$ cat config.mk
export PLATFORM = sky130hd
export DESIGN_NAME = keypad_passcode_entry_flat
export DESIGN_NICKNAME = d
export VERILOG_FILES = /design/src/kpe_pkg.sv /design/src/kpe_if.sv /design/src/kpe_cfg.sv /design/src/kpe_in_stage.sv /design/src/kpe_core.sv /design/src/keypad_passcode_entry.sv /design/src/flat_wrapper.sv
export SDC_FILE = /design/constraint.sdc
export NUM_CORES = 1
export LEC_CHECK = 0
export BUFFER_PORTS_ARGS = -buffer_cell sky130_fd_sc_hd__buf_2
export CAP_MARGIN = 20
export CORE_UTILIZATION = 56
export DETAILED_ROUTE_END_ITERATION = 10
export PLACE_DENSITY = 0.78
export SLEW_MARGIN = 20
export SYNTH_ARGS = -nofsm -noshare
export SYNTH_HDL_FRONTEND = slang
export SYNTH_SLANG_ARGS = --single-unit
$ cat constraint.sdc
create_clock -name clk -period 5.6 [get_ports clk]
set_input_delay 0.56 -clock clk [delete_from_list [all_inputs] [get_ports clk]]
set_output_delay 0.56 -clock clk [all_outputs]
set_load 0.02 [all_outputs]
$ cat src/kpe_pkg.sv
`timescale 1ns / 1ps
`default_nettype none

package kpe_pkg;

  // Field widths
  localparam int DIGIT_W    = 4;
  localparam int TICK_W     = 16;
  localparam int CODE_W     = 16;
  localparam int SHOWN_DIGS = CODE_W / DIGIT_W;

  // APB configuration port
  localparam int APB_DATA_W = 32;
  localparam int APB_ADDR_W = 3;
  localparam logic [TICK_W-1:0] TIMEOUT_RST = 16'd50000;
  localparam logic [TICK_W-1:0] TICK_MAX    = 16'hFFFF;

  // Register index taken from paddr[2]
  localparam logic REG_IDLE_TIMEOUT = 1'b0;

  // Key codes
  localparam logic [DIGIT_W-1:0] KEY_LAST_DIGIT = 4'd9;
  localparam logic [DIGIT_W-1:0] KEY_LOCK       = 4'd10;
  localparam logic [DIGIT_W-1:0] KEY_EDIT       = 4'd11;

  typedef enum logic [1:0] {
    OP_KEY  = 2'd0,
    OP_TICK = 2'd1,
    OP_LOAD = 2'd2
  } opcode_t;

  typedef enum logic [2:0] {
    ST_NONE    = 3'd0,
    ST_PENDING = 3'd1,
    ST_SUCCESS = 3'd2,
    ST_FAILURE = 3'd3,
    ST_LOCK    = 3'd4,
    ST_EDIT    = 3'd5
  } status_t;

  // One captured input item
  typedef struct packed {
    logic [1:0]         opcode;
    logic               mode;
    logic [DIGIT_W-1:0] key;
    logic [CODE_W-1:0]  load_code;
  } in_item_t;

endpackage

`default_nettype wire

$ cat src/kpe_if.sv
`timescale 1ns / 1ps
`default_nettype none

// Input item channel
interface kpe_in_if import kpe_pkg::*; ();
  logic                valid;
  logic                ready;
  logic [1:0]          opcode;
  logic                mode;
  logic [DIGIT_W-1:0]  key;
  logic [CODE_W-1:0]   load_code;

  modport source (output valid, opcode, mode, key, load_code, input ready);
  modport sink   (input valid, opcode, mode, key, load_code, output ready);
endinterface

// Result item channel
interface kpe_out_if import kpe_pkg::*; ();
  logic                valid;
  logic                ready;
  logic [2:0]          status;
  logic [CODE_W-1:0]   stored_code;

  modport source (output valid, status, stored_code, input ready);
  modport sink   (input valid, status, stored_code, output ready);
endinterface

`default_nettype wire

$ cat src/kpe_cfg.sv
`timescale 1ns / 1ps
`default_nettype none

module kpe_cfg import kpe_pkg::*; (
  input  wire logic                  clk,
  input  wire logic                  rst_n,
  input  wire logic                  psel,
  input  wire logic                  penable,
  input  wire logic                  pwrite,
  input  wire logic [APB_ADDR_W-1:0] paddr,
  input  wire logic [APB_DATA_W-1:0] pwdata,
  output logic      [APB_DATA_W-1:0] prdata,
  output logic                       pready,
  output logic      [TICK_W-1:0]     idle_timeout
);

  logic [TICK_W-1:0] timeout_r;
  logic [TICK_W-1:0] timeout_nxt;
  logic              wr_en;

  assign pready = 1'b1;
  assign wr_en  = psel && penable && pwrite && pready;

  // Register write on the APB access phase
  always_comb begin
    timeout_nxt = timeout_r;
    if (wr_en && (paddr[2] == REG_IDLE_TIMEOUT)) begin
      timeout_nxt = pwdata[TICK_W-1:0];
    end
  end

  always_ff @(posedge clk) begin
    if (!rst_n) begin
      timeout_r <= TIMEOUT_RST;
    end else begin
      timeout_r <= timeout_nxt;
    end
  end

  // Read-back
  always_comb begin
    prdata = '0;
    if (paddr[2] == REG_IDLE_TIMEOUT) begin
      prdata = APB_DATA_W'(timeout_r);
    end
  end

  assign idle_timeout = timeout_r;

endmodule

`default_nettype wire

$ cat src/kpe_in_stage.sv
`timescale 1ns / 1ps
`default_nettype none

module kpe_in_stage import kpe_pkg::*; (
  input  wire logic     clk,
  input  wire logic     rst_n,
  kpe_in_if.sink        in_ch,
  input  wire logic     adv,       // core takes the held item this cycle if valid
  output logic          item_valid,
  output in_item_t      item
);

  logic     v_r;
  logic     v_nxt;
  in_item_t item_r;
  logic     take;

  // Room when empty or when the held item moves on
  assign in_ch.ready = !v_r || adv;
  assign take        = in_ch.valid && in_ch.ready;

  always_comb begin
    v_nxt = v_r;
    if (take) begin
      v_nxt = 1'b1;
    end else if (adv) begin
      v_nxt = 1'b0;
    end
  end

  always_ff @(posedge clk) begin
    if (!rst_n) begin
      v_r <= 1'b0;
    end else begin
      v_r <= v_nxt;
    end
  end

  // Payload capture on transfer
  always_ff @(posedge clk) begin
    if (take) begin
      item_r.opcode    <= in_ch.opcode;
      item_r.mode      <= in_ch.mode;
      item_r.key       <= in_ch.key;
      item_r.load_code <= in_ch.load_code;
    end
  end

  assign item_valid = v_r;
  assign item       = item_r;

endmodule

`default_nettype wire

$ cat src/kpe_core.sv
`timescale 1ns / 1ps
`default_nettype none

module kpe_core import kpe_pkg::*; #(
  parameter int CODE_DIGITS = 4
) (
  input  wire logic              clk,
  input  wire logic              rst_n,
  input  wire logic              item_valid,
  input  wire in_item_t          item,
  output logic                   adv,
  input  wire logic [TICK_W-1:0] idle_timeout,
  kpe_out_if.source              out_ch
);

  localparam int CNT_W  = $clog2(CODE_DIGITS + 1);
  localparam int WIDE_W = DIGIT_W * ((CODE_DIGITS > SHOWN_DIGS) ? CODE_DIGITS : SHOWN_DIGS);
  localparam logic [CNT_W-1:0] LAST_POS = CNT_W'(CODE_DIGITS - 1);

  logic [DIGIT_W-1:0] store_r   [CODE_DIGITS];
  logic [DIGIT_W-1:0] store_nxt [CODE_DIGITS];
  logic [DIGIT_W-1:0] chk_r     [CODE_DIGITS];
  logic [DIGIT_W-1:0] chk_nxt   [CODE_DIGITS];
  logic [DIGIT_W-1:0] new_r     [CODE_DIGITS];
  logic [DIGIT_W-1:0] new_nxt   [CODE_DIGITS];
  logic [DIGIT_W-1:0] cand      [CODE_DIGITS];
  logic [CNT_W-1:0]   chk_cnt_r, chk_cnt_nxt;
  logic [CNT_W-1:0]   new_cnt_r, new_cnt_nxt;
  logic [CNT_W-1:0]   cur_cnt;
  logic [TICK_W-1:0]  ticks_r, ticks_nxt, ticks_inc;
  logic               out_v_r, out_v_nxt;
  status_t            status_r, status_nxt;
  logic [CODE_W-1:0]  code_out_r, code_out_nxt;
  logic [WIDE_W-1:0]  load_wide;
  logic [WIDE_W-1:0]  store_wide;
  logic               fire;
  logic               match;

  // Work on the held item whenever the result register is free
  assign adv  = !out_v_r || out_ch.ready;
  assign fire = item_valid && adv;

  assign cur_cnt   = item.mode ? new_cnt_r : chk_cnt_r;
  assign ticks_inc = (ticks_r == TICK_MAX) ? ticks_r : ticks_r + 1'b1;
  assign load_wide = WIDE_W'(item.load_code);

  // Buffer as it would be with the pressed digit placed
  always_comb begin
    for (int i = 0; i < CODE_DIGITS; i++) begin
      cand[i] = item.mode ? new_r[i] : chk_r[i];
      if (cur_cnt == CNT_W'(i)) begin
        cand[i] = item.key;
      end
    end
  end

  always_comb begin
    match = 1'b1;
    for (int i = 0; i < CODE_DIGITS; i++) begin
      if (cand[i] != store_r[i]) begin
        match = 1'b0;
      end
    end
  end

  // Item decode and state update
  always_comb begin
    store_nxt   = store_r;
    chk_nxt     = chk_r;
    new_nxt     = new_r;
    chk_cnt_nxt = chk_cnt_r;
    new_cnt_nxt = new_cnt_r;
    ticks_nxt   = ticks_r;
    status_nxt  = ST_NONE;
    case (item.opcode)
      OP_KEY: begin
        if (item.key == KEY_LOCK || item.key == KEY_EDIT) begin
          ticks_nxt  = '0;
          status_nxt = (item.key == KEY_LOCK) ? ST_LOCK : ST_EDIT;
          if (item.mode) begin
            new_cnt_nxt = '0;
          end else begin
            chk_cnt_nxt = '0;
          end
        end else if (item.key <= KEY_LAST_DIGIT) begin
          ticks_nxt = '0;
          if (cur_cnt != LAST_POS) begin
            status_nxt = ST_PENDING;
            if (item.mode) begin
              new_nxt     = cand;
              new_cnt_nxt = new_cnt_r + 1'b1;
            end else begin
              chk_nxt     = cand;
              chk_cnt_nxt = chk_cnt_r + 1'b1;
            end
          end else if (item.mode) begin
            store_nxt   = cand;
            new_cnt_nxt = '0;
            status_nxt  = ST_SUCCESS;
          end else begin
            chk_cnt_nxt = '0;
            status_nxt  = match ? ST_SUCCESS : ST_FAILURE;
          end
        end
      end
      OP_TICK: begin
        ticks_nxt = ticks_inc;
        if (ticks_inc > idle_timeout) begin
          ticks_nxt  = '0;
          status_nxt = ST_FAILURE;
          if (item.mode) begin
            new_cnt_nxt = '0;
          end else begin
            chk_cnt_nxt = '0;
          end
        end
      end
      OP_LOAD: begin
        for (int i = 0; i < CODE_DIGITS; i++) begin
          store_nxt[i] = load_wide[DIGIT_W*i +: DIGIT_W];
        end
      end
      default: begin
        status_nxt = ST_NONE;
      end
    endcase
  end

  // Pack the first shown digits of the updated store
  always_comb begin
    store_wide = '0;
    for (int i = 0; i < CODE_DIGITS; i++) begin
      store_wide[DIGIT_W*i +: DIGIT_W] = store_nxt[i];
    end
    code_out_nxt = store_wide[CODE_W-1:0];
  end

  always_comb begin
    out_v_nxt = out_v_r;
    if (fire) begin
      out_v_nxt = 1'b1;
    end else if (out_ch.ready) begin
      out_v_nxt = 1'b0;
    end
  end

  // Control state
  always_ff @(posedge clk) begin
    if (!rst_n) begin
      out_v_r   <= 1'b0;
      chk_cnt_r <= '0;
      new_cnt_r <= '0;
      ticks_r   <= '0;
      for (int i = 0; i < CODE_DIGITS; i++) begin
        store_r[i] <= '0;
        chk_r[i]   <= '0;
        new_r[i]   <= '0;
      end
    end else begin
      out_v_r <= out_v_nxt;
      if (fire) begin
        chk_cnt_r <= chk_cnt_nxt;
        new_cnt_r <= new_cnt_nxt;
        ticks_r   <= ticks_nxt;
        store_r   <= store_nxt;
        chk_r     <= chk_nxt;
        new_r     <= new_nxt;
      end
    end
  end

  // Result register
  always_ff @(posedge clk) begin
    if (fire) begin
      status_r   <= status_nxt;
      code_out_r <= code_out_nxt;
    end
  end

  assign out_ch.valid       = out_v_r;
  assign out_ch.status      = status_r;
  assign out_ch.stored_code = code_out_r;

  // A buffer is never left full: it clears on the completing digit
  a_chk_cnt: assert property (@(posedge clk) disable iff (!rst_n)
    chk_cnt_r < CNT_W'(CODE_DIGITS))
    else $error("check count reached a full buffer");

  a_new_cnt: assert property (@(posedge clk) disable iff (!rst_n)
    new_cnt_r < CNT_W'(CODE_DIGITS))
    else $error("set count reached a full buffer");

  // A stalled result is kept until taken
  a_hold: assert property (@(posedge clk) disable iff (!rst_n)
    out_v_r && !out_ch.ready |=> out_v_r && $stable(status_r) && $stable(code_out_r))
    else $error("stalled result changed");

  // Idle count only runs on ticks and clears on key activity
  a_ticks: assert property (@(posedge clk) disable iff (!rst_n)
    !fire |=> $stable(ticks_r))
    else $error("idle count moved without an item");

endmodule

`default_nettype wire

$ cat src/keypad_passcode_entry.sv
`timescale 1ns / 1ps
`default_nettype none

// Channel   Ports             Direction  Contents
// -------   ---------------   ---------  -----------------------------------------
// input     in_ch (sink)      in         opcode, mode, key, load_code
// result    out_ch (source)   out        status, stored_code
// config    cfg_p*            in/out     APB, idle_timeout at byte address 0
//
// Each item passes an input register and then combinational decode/update logic
// into the result register; one item per clock is sustained while out_ch.ready
// is high. State is updated only as the item moves into the result register,
// so the next item always sees it. A stalled result holds the input register;
// in_ch.ready follows out_ch.ready combinationally.
// rst_n is synchronous: stored code, buffers and idle count go to zero.

module keypad_passcode_entry import kpe_pkg::*; #(
  parameter int CODE_DIGITS = 4
) (
  input  wire logic                  clk,
  input  wire logic                  rst_n,
  kpe_in_if.sink                     in_ch,
  kpe_out_if.source                  out_ch,
  input  wire logic                  cfg_psel,
  input  wire logic                  cfg_penable,
  input  wire logic                  cfg_pwrite,
  input  wire logic [APB_ADDR_W-1:0] cfg_paddr,
  input  wire logic [APB_DATA_W-1:0] cfg_pwdata,
  output logic      [APB_DATA_W-1:0] cfg_prdata,
  output logic                       cfg_pready
);

  logic              adv;
  logic              item_valid;
  in_item_t          item;
  logic [TICK_W-1:0] idle_timeout;

  kpe_cfg u_cfg (
    .clk          (clk),
    .rst_n        (rst_n),
    .psel         (cfg_psel),
    .penable      (cfg_penable),
    .pwrite       (cfg_pwrite),
    .paddr        (cfg_paddr),
    .pwdata       (cfg_pwdata),
    .prdata       (cfg_prdata),
    .pready       (cfg_pready),
    .idle_timeout (idle_timeout)
  );

  kpe_in_stage u_in (
    .clk        (clk),
    .rst_n      (rst_n),
    .in_ch      (in_ch),
    .adv        (adv),
    .item_valid (item_valid),
    .item       (item)
  );

  kpe_core #(
    .CODE_DIGITS (CODE_DIGITS)
  ) u_core (
    .clk          (clk),
    .rst_n        (rst_n),
    .item_valid   (item_valid),
    .item         (item),
    .adv          (adv),
    .idle_timeout (idle_timeout),
    .out_ch       (out_ch)
  );

endmodule

`default_nettype wire
$ cat src/flat_wrapper.sv
// flat-port wrapper written by rule: the top's interface ports become plain ports
module keypad_passcode_entry_flat import kpe_pkg::*;
#(
  parameter int CODE_DIGITS = 4
)
  (clk, rst_n, cfg_psel, cfg_penable, cfg_pwrite, cfg_paddr, cfg_pwdata, cfg_prdata, cfg_pready, in_ch_valid, in_ch_opcode, in_ch_mode, in_ch_key, in_ch_load_code, in_ch_ready, out_ch_valid, out_ch_status, out_ch_stored_code, out_ch_ready);
  kpe_in_if in_ch_i ();
  kpe_out_if out_ch_i ();
  input  wire logic clk;
  input  wire logic rst_n;
  input  wire logic cfg_psel;
  input  wire logic cfg_penable;
  input  wire logic cfg_pwrite;
  input  wire logic [APB_ADDR_W-1:0] cfg_paddr;
  input  wire logic [APB_DATA_W-1:0] cfg_pwdata;
  output logic      [APB_DATA_W-1:0] cfg_prdata;
  output logic cfg_pready;
  input wire logic [$bits(in_ch_i.valid)-1:0] in_ch_valid;
  input wire logic [$bits(in_ch_i.opcode)-1:0] in_ch_opcode;
  input wire logic [$bits(in_ch_i.mode)-1:0] in_ch_mode;
  input wire logic [$bits(in_ch_i.key)-1:0] in_ch_key;
  input wire logic [$bits(in_ch_i.load_code)-1:0] in_ch_load_code;
  output wire logic [$bits(in_ch_i.ready)-1:0] in_ch_ready;
  output wire logic [$bits(out_ch_i.valid)-1:0] out_ch_valid;
  output wire logic [$bits(out_ch_i.status)-1:0] out_ch_status;
  output wire logic [$bits(out_ch_i.stored_code)-1:0] out_ch_stored_code;
  input wire logic [$bits(out_ch_i.ready)-1:0] out_ch_ready;
  assign in_ch_i.valid = in_ch_valid;
  assign in_ch_i.opcode = in_ch_opcode;
  assign in_ch_i.mode = in_ch_mode;
  assign in_ch_i.key = in_ch_key;
  assign in_ch_i.load_code = in_ch_load_code;
  assign in_ch_ready = in_ch_i.ready;
  assign out_ch_valid = out_ch_i.valid;
  assign out_ch_status = out_ch_i.status;
  assign out_ch_stored_code = out_ch_i.stored_code;
  assign out_ch_i.ready = out_ch_ready;
  keypad_passcode_entry #(.CODE_DIGITS(CODE_DIGITS)) u_core (.clk(clk), .rst_n(rst_n), .in_ch(in_ch_i), .out_ch(out_ch_i), .cfg_psel(cfg_psel), .cfg_penable(cfg_penable), .cfg_pwrite(cfg_pwrite), .cfg_paddr(cfg_paddr), .cfg_pwdata(cfg_pwdata), .cfg_prdata(cfg_prdata), .cfg_pready(cfg_pready));
endmodule
==> results of run 1 <==
-- final timing paths --
| check | start | end | slack [ns] | cells after the start |
|---|---|---|---|---|
| worst min-delay path | in_ch_load_code[7] | u_core.u_in.item[7] | 0.31 | 1 |
| worst min register to register | u_core.u_core.new_r[0] | u_core.u_core.new_r[0] | 0.45 | 1 |
| worst max register to register | u_core.u_core.ticks_r[4] | u_core.u_core.ticks_r[3] | 0.87 | 15 |
| worst max-delay path | u_core.u_core.ticks_r[4] | u_core.u_core.ticks_r[3] | 0.87 | 15 |
-- logic make-up after synthesis --
logic type               synth area share [%]
AND/OR/NAND/NOR                         19.36
XOR/XNOR                                1.703
other                                  0.1123
flip-flops                              45.20
multiplexers                            8.625
AO/OA/AOI/OAI                           15.36
buffers and inverters                   6.080
adder cells (fa/ha/maj)                 3.555
-- registers in the layout, indices dropped and copies added, names as in the netlist --
register,cells
u_core.u_core.new_cnt_r,3
u_core.u_in.item_valid,1
u_core.u_core.store_r,16
u_core.u_core.out_ch.valid,1
u_core.u_core.new_r,16
u_core.u_core.ticks_r,16
u_core.u_in.item,23
u_core.u_cfg.idle_timeout,16
u_core.u_core.out_ch.stored_code,16
u_core.u_core.chk_r,16
u_core.u_core.out_ch.status,3
u_core.u_core.chk_cnt_r,3
-- metal layers --
| layer | global-route usage [%] | part of all wire, % | vias up |
|---|---|---|---|
| li1 | - | - | 2720 |
| met1 | 34.92 | 44 | 2685 |
| met2 | 43.58 | 47 | 248 |
| met3 | 6.233 | 7.5 | 26 |
| met4 | 12.43 | 1.8 | 0 |
| met5 | 0 | 0 | - |
-- worst max-delay path: stages (launching register included) --
cell     delay [ns]
dfxtp_1        0.49
and4_1         0.25
nand3_1        0.21
or3_1          0.58
nor2b_1        0.23
nand4_1        0.13
or2_2          0.13
nand2_1        0.06
ha_1           0.30
nand2_1        0.07
or4_1          0.53
or2_2          0.34
a21oi_1        0.57
buf_4          0.27
and3_1         0.33
a32o_1         0.17
-- power groups by stage --
stage	clock network, mW	registers (mW)	logic [mW]
finish	1.04	1.02	0.163
global route	1.09	1.02	0.177
CTS	1.04	1.02	0.162
detailed placement	0	1.04	0.161
global placement	0	1.04	0.156
floorplan	0	1.04	0.116
-- per-stage QoR --
stage          area [µm²]  hold slack (ns)
6_report             7649           0.3092
5_1_grt              7649           0.2981
4_1_cts              7647           0.3013
3_5_place_dp         7089           0.4396
3_3_place_gp         7089           0.4385
2_1_floorplan        6744           0.4239
-- layout make-up --
class | count | area, µm²
clock buffers | 22 | 474.2
clock inverters | 10 | 83.83
fillers | 947 | 3867
inverters | 28 | 105.1
multi-input cells | 532 | 3331
flip-flops and latches | 130 | 3023
well taps | 143 | 178.9
repair buffers | 88 | 452.9
-- placed cells by master (no fill, tap or decap), drive strengths merged, types with 8 or more instances in the layout --
cell     n
mux2    11
and2    10
dfxtp   88
nand4   12
o211ai  11
ha      19
a22oi   12
edfxtp  42
nor2    74
nand3   27
clkbuf  22
o21ai   32
nand2   95
mux2i   44
inv     27
a21oi   53
conb    17
buf     88
xnor2    8
==> metrics.md, run 1 <==
| Metric | Value |
|---|---|
| Vias in the first global route | `5449` |
| Via count | `5679` |
| CTS tree | `built` |
| Die H | `111.3 µm` |
| Status | `finished with violations` |
| Final setup fails | `0` |
| Crit path time final | `approximately 4.7 ns` |
| Final total power | `around 2.2 mW` |
| Synthesis warning total | `0` |
| Crit Path Max Fanout | `9` |
| Post-Route Utilization | `approximately two thirds` |
| Max-slew violations | `0` |
| Global-route wire length before repair | `26.33 mm` |
| Worst path arrival time | `5.10 ns` |
| Clock network fraction of total power | `46.7%` |
| Post-CTS Setup Bufs | `0` |
| CTS buffer count | `17` |
| Tot GR Track Use | `27.20%` |
| Max_cap viols | `0` |
| Part of the power in registers | `46.0%` |
| Worst-Skew Late Latency | `0.43 ns` |
| Final-stage net count | `881` |
| CP endpoint kind | `flip-flop` |
| Via-to-Cell Ratio | `just under 6` |
| Worst Tran Pin Value | `roughly 1.0 ns` |
| Post-DRT Antenna Nets | `0` |
| Max Clk Rate | `0.2112 GHz` |
| Sw Ratio | `23.68%` |
| First-pass DRT Iterations | `8` |
| Count of cell types in the netlist | `68` |
| Final WS setup | `0.8653 ns` |
| Post-Route Setup TNS | `0 ns` |
| Placed Cells | `921` |
| Worst VDD drop | `0.0002290 V` |
| Setup CP Type | `flip-flop to flip-flop` |
| Failing checks | `DRC` |
| Worst Skew | `between 0.009 and 0.01 ns` |
| Flops & latches, synth | `130` |
| Root Buffer | `clkbuf_16` |
| Num ports | `119` |
| Number of synthesized flops with an enable pin | `42` |
| Diode count | `0` |
| Layout overhead on the synthesized area | `14.37%` |
| Buffers on Ports | `a little over 80` |
| Final cell count without fillers | `953` |
| Async SR Flop Fraction | `0%` |
| Area contributors post-synth | `dfxtp_1 26%, edfxtp_1 19%, mux2i_1 6.4%, nand2_1 5.3%, nor2_1 4.1%` |
| Final critical-path share of the clock period | `84.55%` |
| # rows | `39` |
| Worst min-delay path class | `input port to flip-flop` |
| Sequential fraction of the synthesis area | `between 40 and 50%` |
| Yosys top cell area share | `26.34%` |
| Initial DRC Count | `512` |
| Core region area | `11520 µm²` |
| Internal cell power | `1.693 mW` |
| Antenna violations before repair | `0` |
| RSZ-0062 raised after global routing | `false` |
| Synth area leader | `dfxtp_1` |
| Mapped Cells | `731` |
| Sw Pwr | `0.5255 mW` |
| Post-DP HPWL | `11.39 mm` |
| Pwr dens | `290.1 nW/µm²` |
| Longest Clk Path Bufs | `2` |
| Worst Path Required | `just under 6 ns` |
| Share of layout cells above drive strength 1 | `17.78%` |
| WL final | `16.33 mm` |
| CTS H-tree lvls | `4` |
| Post-Syn Area | `6688 µm²` |
| Static Leakage | `about 3.1 nW` |
| DRC viols | `11` |
| CTS sink cnt | `130` |
| Total gr overflow | `0` |
| Slew HR | `32.51%` |
| Clock transition at path regs | `0.06 ns` |
| Post-cts sizing count | `0` |
| Starting Density | `58.07%` |
| CP Launch Type | `flip-flop` |
| Final hold viol count | `0` |
| Post-Syn Area per Cell | `9.149 µm²` |
| Wire length per cell | `17.14 µm` |
| Pin count of the biggest net entering global routing | `40` |
| Most frequent cells after synthesis | `95 x nand2_1, 88 x dfxtp_1, 73 x nor2_1` |
| Comb power frac | `7.3%` |
| Die X | `111.3 µm` |
| Place WS | `1.009 ns` |
| Gpl congestion | `0.8949` |
| Count leader, synth | `nand2_1` |
| DIE AREA | `between 10000 and 15000 µm²` |
| Synth Flop Type | `dfxtp_1` |
| Hold Buf Count CTS | `0` |
Note: power is estimated with default switching activity, not from simulation.
==> run 2, diff against run 1 <==
--- a/config.mk
+++ b/config.mk
@@ -7,9 +7,9 @@
 export LEC_CHECK = 0
 export BUFFER_PORTS_ARGS = -buffer_cell sky130_fd_sc_hd__buf_2
 export CAP_MARGIN = 20
-export CORE_UTILIZATION = 56
+export CORE_UTILIZATION = 51
 export DETAILED_ROUTE_END_ITERATION = 10
-export PLACE_DENSITY = 0.78
+export PLACE_DENSITY = 0.75
 export SLEW_MARGIN = 20
 export SYNTH_ARGS = -nofsm -noshare
 export SYNTH_HDL_FRONTEND = slang
==> constraint.sdc (replaced) <==
create_clock -name clk -period 4.2 [get_ports clk]
set_input_delay 0.42 -clock clk [delete_from_list [all_inputs] [get_ports clk]]
set_output_delay 0.42 -clock clk [all_outputs]
set_load 0.02 [all_outputs]
==> run 2 against run 1 <==
  * The run now ends clean
  * Register-to-register slack lost 0.65 ns
  * Sequential share of layout area decreased by 0.58 points
  * Maximum frequency up 19%
  * Non-clock buffer count up 7
  * Count of clock-buffer cells in the layout down 5
  * Global-route usage down 1.8 points
  * Largest cell class unchanged
  * Critical endpoint is now u_core.u_core.ticks_r[1]
  * Worst hold slack lost 0.14 ns
  * Clock power increased by 39%
  * Total power rose by 37%
  * Highest routed layer unchanged
  * Combinational power rose by 36%
==> metrics.md, run 2 (synthesized netlist as in run 1, its figures left out) <==
| Metric | Value |
|---|---|
| Worst path arrival time | `4.35 ns` |
| Max Clk Rate | `0.2507 GHz` |
| DIE AREA | `13570 µm²` |
| Clock transition at path regs | `0.06 ns` |
| Commonest non-fill, non-tap cell in the layout | `nand2_1` |
| Pwr dens | `390.5 nW/µm²` |
| RSZ-0062 raised after global routing | `false` |
| First-pass DRT Iterations | `6` |
| Global-route wire length before repair | `26.08 mm` |
| Post-DP HPWL | `between 10 and 15 mm` |
| Final hold viol count | `0` |
| Worst VDD drop | `0.0002731 V` |
| Most frequent cells in the layout | `95 x nand2_1, 88 x dfxtp_1, 83 x buf_2, 73 x nor2_1, 51 x a21oi_1` |
| CTS tree | `built` |
| Gpl congestion | `about 0.93` |
| Biggest register | `u_core.u_in.item` |
| Tot GR Track Use | `around a quarter` |
| Die H | `116.5 µm` |
| Via count | `5730` |
| Longest Clk Path Bufs | `2` |
| CTS buffer count | `17` |
| Post-Route Setup TNS | `0 ns` |
| Worst Path Required | `approximately 4.6 ns` |
| Worst Skew | `0.01033 ns` |
| Via-to-Cell Ratio | `5.794` |
| Slew HR | `43.57%` |
| Status | `completed` |
| Max reg flops | `23` |
| Antenna violations before repair | `0` |
| Pin count of the biggest net entering global routing | `45` |
| Post-Route Utilization | `61.01%` |
| Total gr overflow | `0` |
| CP Launch Type | `flip-flop` |
| DRC viols | `0` |
| Hold Buf Count CTS | `0` |
| WL final | `16.42 mm` |
| Layout overhead on the synthesized area | `16.07%` |
| Final-stage net count | `between 800 and 900` |
| Die X | `116.5 µm` |
| Fill count | `1093` |
| Share of layout cells above drive strength 1 | `19.09%` |
| Final setup fails | `0` |
| Diode count | `0` |
| Final WS setup | `0.2117 ns` |
| Post-DP Area | `slightly above 7000 µm²` |
| Buffers on Ports | `83` |
| Crit Path Max Fanout | `8` |
| Wire length per cell | `roughly 17 µm` |
| Place WS | `0.2444 ns` |
| Crit path time final | `between 3 and 4 ns` |
| Setup CP Type | `flip-flop to flip-flop` |
| Worst Tran Pin Value | `0.8433 ns` |
| Post-route cell area | `7762 µm²` |
| Root Buffer | `clkbuf_16` |
| Starting Density | `52.57%` |
| CTS H-tree lvls | `4` |
| Worst-Skew Late Latency | `0.42 ns` |
| CP endpoint kind | `flip-flop` |
| Initial DRC Count | `455` |
| Post-DRT Antenna Nets | `0` |
| Final total power | `3.031 mW` |
| Final critical-path share of the clock period | `94.96%` |
| Static Leakage | `3.135 nW` |
| CTS sink cnt | `130` |
| Core region area | `12720 µm²` |
| Max-slew violations | `0` |
| # rows | `41` |
| Num ports | `roughly 120` |
| Max_cap viols | `0` |
| Worst min-delay path class | `input port to flip-flop` |
| Vias in the first global route | `5212` |
==> run 2: metal layers <==
| layer | up-vias | GRT usage [%] | routed length (µm) |
|---|---|---|---|
| met3 | 25 | 5.293 | 1136 |
| met4 | 0 | 9.573 | 232 |
| met5 | - | 0 | 0 |
| li1 | 2734 | - | - |
| met1 | 2723 | 35.07 | 7580 |
| met2 | 248 | 39.13 | 7471 |
==> run 2: what timing repair did <==
action | 4_1_cts | 5_1_grt
endpoints found under the setup margin | 0 | 8
buffers inserted | 0 | 0
resized for setup | 0 | 2
==> run 2: cell type report <==
type | count | area (µm²) | area share (%)
clock buffer | 17 | 425.4 | 5.480
sequential | 130 | 3023 | 38.94
inverter | 28 | 105.1 | 1.354
clock inverter | 15 | 158.9 | 2.047
timing repair buffer | 95 | 505.5 | 6.512
multi-input combinational | 532 | 3329 | 42.89
tap | 172 | 215.2 | 2.772
==> run 2: metrics by stage <==
stage	std cells	hold slack, ns
global route	989	0.1549
finish	989	0.1682
detailed placement	957	0.4444
CTS	989	0.1543
global placement	957	0.4381
floorplan	746	0.4239
==> run 2: path summary, 6_finish.rpt <==
check / start / to / slack [ns] / cells past startpoint
setup / recovery: u_core.u_core.ticks_r[5] / u_core.u_core.ticks_r[1] / 0.21 / 15
hold / removal: in_ch_load_code[14] / u_core.u_in.item[14] / 0.17 / 1
setup reg to reg: u_core.u_core.ticks_r[5] / u_core.u_core.ticks_r[1] / 0.21 / 15
hold reg to reg: u_core.u_cfg.idle_timeout[10] / u_core.u_cfg.idle_timeout[10] / 0.45 / 2
==> run 2: where the power goes <==
part / internal (mW) / leakage [nW] / switching [mW]
logic: 0.0744 / 1.73 / 0.148
registers: 1.33 / 1.12 / 0.0260
clock network: 0.878 / 0.280 / 0.572
==> run 2: worst max-delay path: stages (launching register included) <==
cell and delay (ns):
dfxtp_1 0.43, and4_1 0.25, nand3_1 0.20, or3_1 0.45, nor2b_1 0.19, nand4_1 0.14, or2_2 0.14, nand2_1 0.06
ha_1 0.29, nand2_1 0.06, or4_1 0.54, or2_2 0.36, a21oi_1 0.20, buf_4 0.20, and3_2 0.27, a32o_1 0.14
==> run 3, diff against run 2 <==
--- a/config.mk
+++ b/config.mk
@@ -7,9 +7,9 @@
 export LEC_CHECK = 0
 export BUFFER_PORTS_ARGS = -buffer_cell sky130_fd_sc_hd__buf_2
 export CAP_MARGIN = 20
-export CORE_UTILIZATION = 51
+export CORE_UTILIZATION = 61
 export DETAILED_ROUTE_END_ITERATION = 10
-export PLACE_DENSITY = 0.75
+export PLACE_DENSITY = 0.84
 export SLEW_MARGIN = 20
 export SYNTH_ARGS = -nofsm -noshare
 export SYNTH_HDL_FRONTEND = slang
==> constraint.sdc (replaced) <==
create_clock -name clk -period 4.9 [get_ports clk]
set_input_delay 0.49 -clock clk [delete_from_list [all_inputs] [get_ports clk]]
set_output_delay 0.49 -clock clk [all_outputs]
set_load 0.02 [all_outputs]
==> run 3 against run 2 <==
  * Die area shrank 16%
  * Utilization grew 12 points
  * Total power shrank 14%
  * Non-clock buffer count shrank 6
  * Clock skew shrank 0.0017 ns
  * Setup slack gained 0.38 ns
==> metrics.md, run 3 (synthesized netlist as in run 1, its figures left out) <==
| Metric | Value |
|---|---|
| Tot GR Track Use | `31.13%` |
| Final total power | `2.596 mW` |
| Slew HR | `29.68%` |
| Crit path time final | `4.306 ns` |
| WL final | `16.84 mm` |
| Final cell count without fillers | `about 950` |
| Core region area | `10460 µm²` |
| Max stage delay on crit path | `0.59 ns` |
| Initial DRC Count | `approximately 570` |
| Global-route wire length before repair | `around 27 mm` |
| Worst path bufs/invs | `1` |
| Hold Buf Count CTS | `0` |
| Worst min-delay path class | `input port to flip-flop` |
| Placed Cells | `915` |
| Wire length per cell | `around 18 µm` |
| Max Clk Rate | `0.2322 GHz` |
| Commonest non-fill, non-tap cell in the layout | `nand2_1` |
| DRC viols | `0` |
| CTS tree | `built` |
| DIE AREA | `roughly 11000 µm²` |
| Vias in the first global route | `5471` |
| Crit Path Max Fanout | `9` |
| Post-cts sizing count | `0` |
| Longest Clk Path Bufs | `2` |
| Worst path arrival time | `4.77 ns` |
| Status | `completed` |
| Reg2Reg Depth | `15` |
| Max_cap viols | `0` |
| Place WS | `0.6996 ns` |
| Final-stage net count | `882` |
| Final setup fails | `0` |
| Sequential Area | `3023 µm²` |
| WHS Endpoint | `u_core.u_in.item[15]` |
| Slowest cell on crit path | `or3_1` |
| Share of layout cells above drive strength 1 | `17.63%` |
| Buffers on Ports | `83` |
| Max reg flops | `23` |
| Worst-Skew Late Latency | `around 0.54 ns` |
| Num ports | `119` |
| CP Launch Type | `flip-flop` |
| # rows | `37` |
| Setup CP Type | `flip-flop to flip-flop` |
| Gpl congestion | `0.8920` |
| CTS H-tree lvls | `4` |
| Final hold viol count | `0` |
| CP endpoint kind | `flip-flop` |
| Fill count | `768` |
| Worst Path Required | `5.37 ns` |
| Cell Chain, Critical Path | `and4_1, nand3_1, or3_1, nor2b_1, nand4_1, or2_2, nand2_1, ha_1, nand2_1, or4_1, or2_2, a21oi_1, buf_4, and3_1, a32o_1` |
| Root Buffer | `clkbuf_8` |
| Area of the multi-input gates | `3331 µm²` |
| M1 wire length | `between 7 and 8 mm` |
| Via count | `5774` |
| Worst Tran Pin Value | `around 1.0 ns` |
| Most frequent cells in the layout | `95 x nand2_1, 88 x dfxtp_1, 83 x buf_2, 73 x nor2_1, 51 x a21oi_1` |
| Static Leakage | `just over 3 nW` |
| HP Start | `in_ch_load_code[15]` |
| Clock transition at path regs | `0.06 ns` |
| Total gr overflow | `0` |
| Flop-to-flop setup slack | `between 0.5 and 0.6 ns` |
| Starting Density | `63.92%` |
| Pwr dens | `338.6 nW/µm²` |
| Post-DP HPWL | `11.34 mm` |
| Met2 wire length | `7.779 mm` |
| Post-DRT Antenna Nets | `0` |
| DR top layer | `met4` |
| Die H | `106.7 µm` |
| Post-CTS Setup Bufs | `0` |
| Diode count | `0` |
| Capture point of the worst reg-to-reg path | `u_core.u_core.ticks_r[1]` |
| Worst VDD drop | `0.0003464 V` |
| Worst Skew | `0.008640 ns` |
| Biggest register | `u_core.u_in.item` |
| RSZ-0062 raised after global routing | `false` |
| First-pass DRT Iterations | `5` |
| CP top delay family | `simple AND/OR/NAND/NOR gates` |
| Layout overhead on the synthesized area | `14.61%` |
| Reg2reg start | `u_core.u_core.ticks_r[4]` |
| Die X | `106.7 µm` |
| Post-Route Setup TNS | `0 ns` |
| WL met3 | `1.453 mm` |
| Final WS setup | `~0.6 ns` |
| WHS Path Cells | `1` |
| Antenna violations before repair | `0` |
| Final critical-path share of the clock period | `87.88%` |
| Via-to-Cell Ratio | `approximately 6` |
| Pin count of the biggest net entering global routing | `61` |
| CTS sink cnt | `130` |
| Max-slew violations | `0` |
| CTS buffer count | `17` |
run 3: cell count changes in the layout (fill, tap and decap cells not counted), moves of 2 or more:
cell | previous run | this run
clkbuf_8 | 0 | 2
inv_6 | 4 | 0
clkinv_1 | 1 | 3
buf_4 | 12 | 6
clkbuf_1 | 0 | 3
clkinv_4 | 3 | 1
run 3: layout make-up:
class,count,share of cell area [%]
Timing Repair Buffer,89,6.007
Clock buffer,21,5.730
Multi-Input combinational cell,532,43.45
Tap cell,136,2.220
Clock inverter,11,1.779
Inverter,28,1.371
Sequential cell,130,39.44
run 3: power by group:
part / internal, mW / switching (mW)
combinational: 0.0626 / 0.128
clock: 0.782 / 0.458
sequential: 1.14 / 0.0220
run 3: how the worst max path moves through the flow:
| stage | start | endpoint | slack (ns) | cells after the start |
|---|---|---|---|---|
| after floorplan | u_core.u_core.ticks_r[4] | u_core.u_core.ticks_r[4] | 0.92 | 17 |
| after global placement | u_core.u_core.ticks_r[4] | u_core.u_core.ticks_r[1] | 0.82 | 15 |
| after detailed placement | u_core.u_core.ticks_r[4] | u_core.u_core.ticks_r[1] | 0.70 | 15 |
| after CTS | u_core.u_core.ticks_r[4] | u_core.u_core.ticks_r[1] | 0.68 | 15 |
| after global routing | u_core.u_core.ticks_r[4] | u_core.u_core.ticks_r[1] | 0.32 | 15 |
| final | u_core.u_core.ticks_r[4] | u_core.u_core.ticks_r[1] | 0.59 | 15 |
run 3: metal layers:
metal / vias to the layer above / global-route usage, %
li1: 2722 / -
met1: 2734 / 41.53
met2: 289 / 48.53
met3: 29 / 9.179
met4: 0 / 10.08
met5: - / 0
run 3: metrics by stage:
step                hold slack, ns  utilization (%)  instance area [µm²]
finish                      0.1269            73.26                 7665
global route               0.09599            73.26                 7665
CTS                         0.1146            73.25                 7664
detailed placement          0.4470            67.75                 7088
global placement            0.4380            67.75                 7088
floorplan                   0.4239                -                 6744
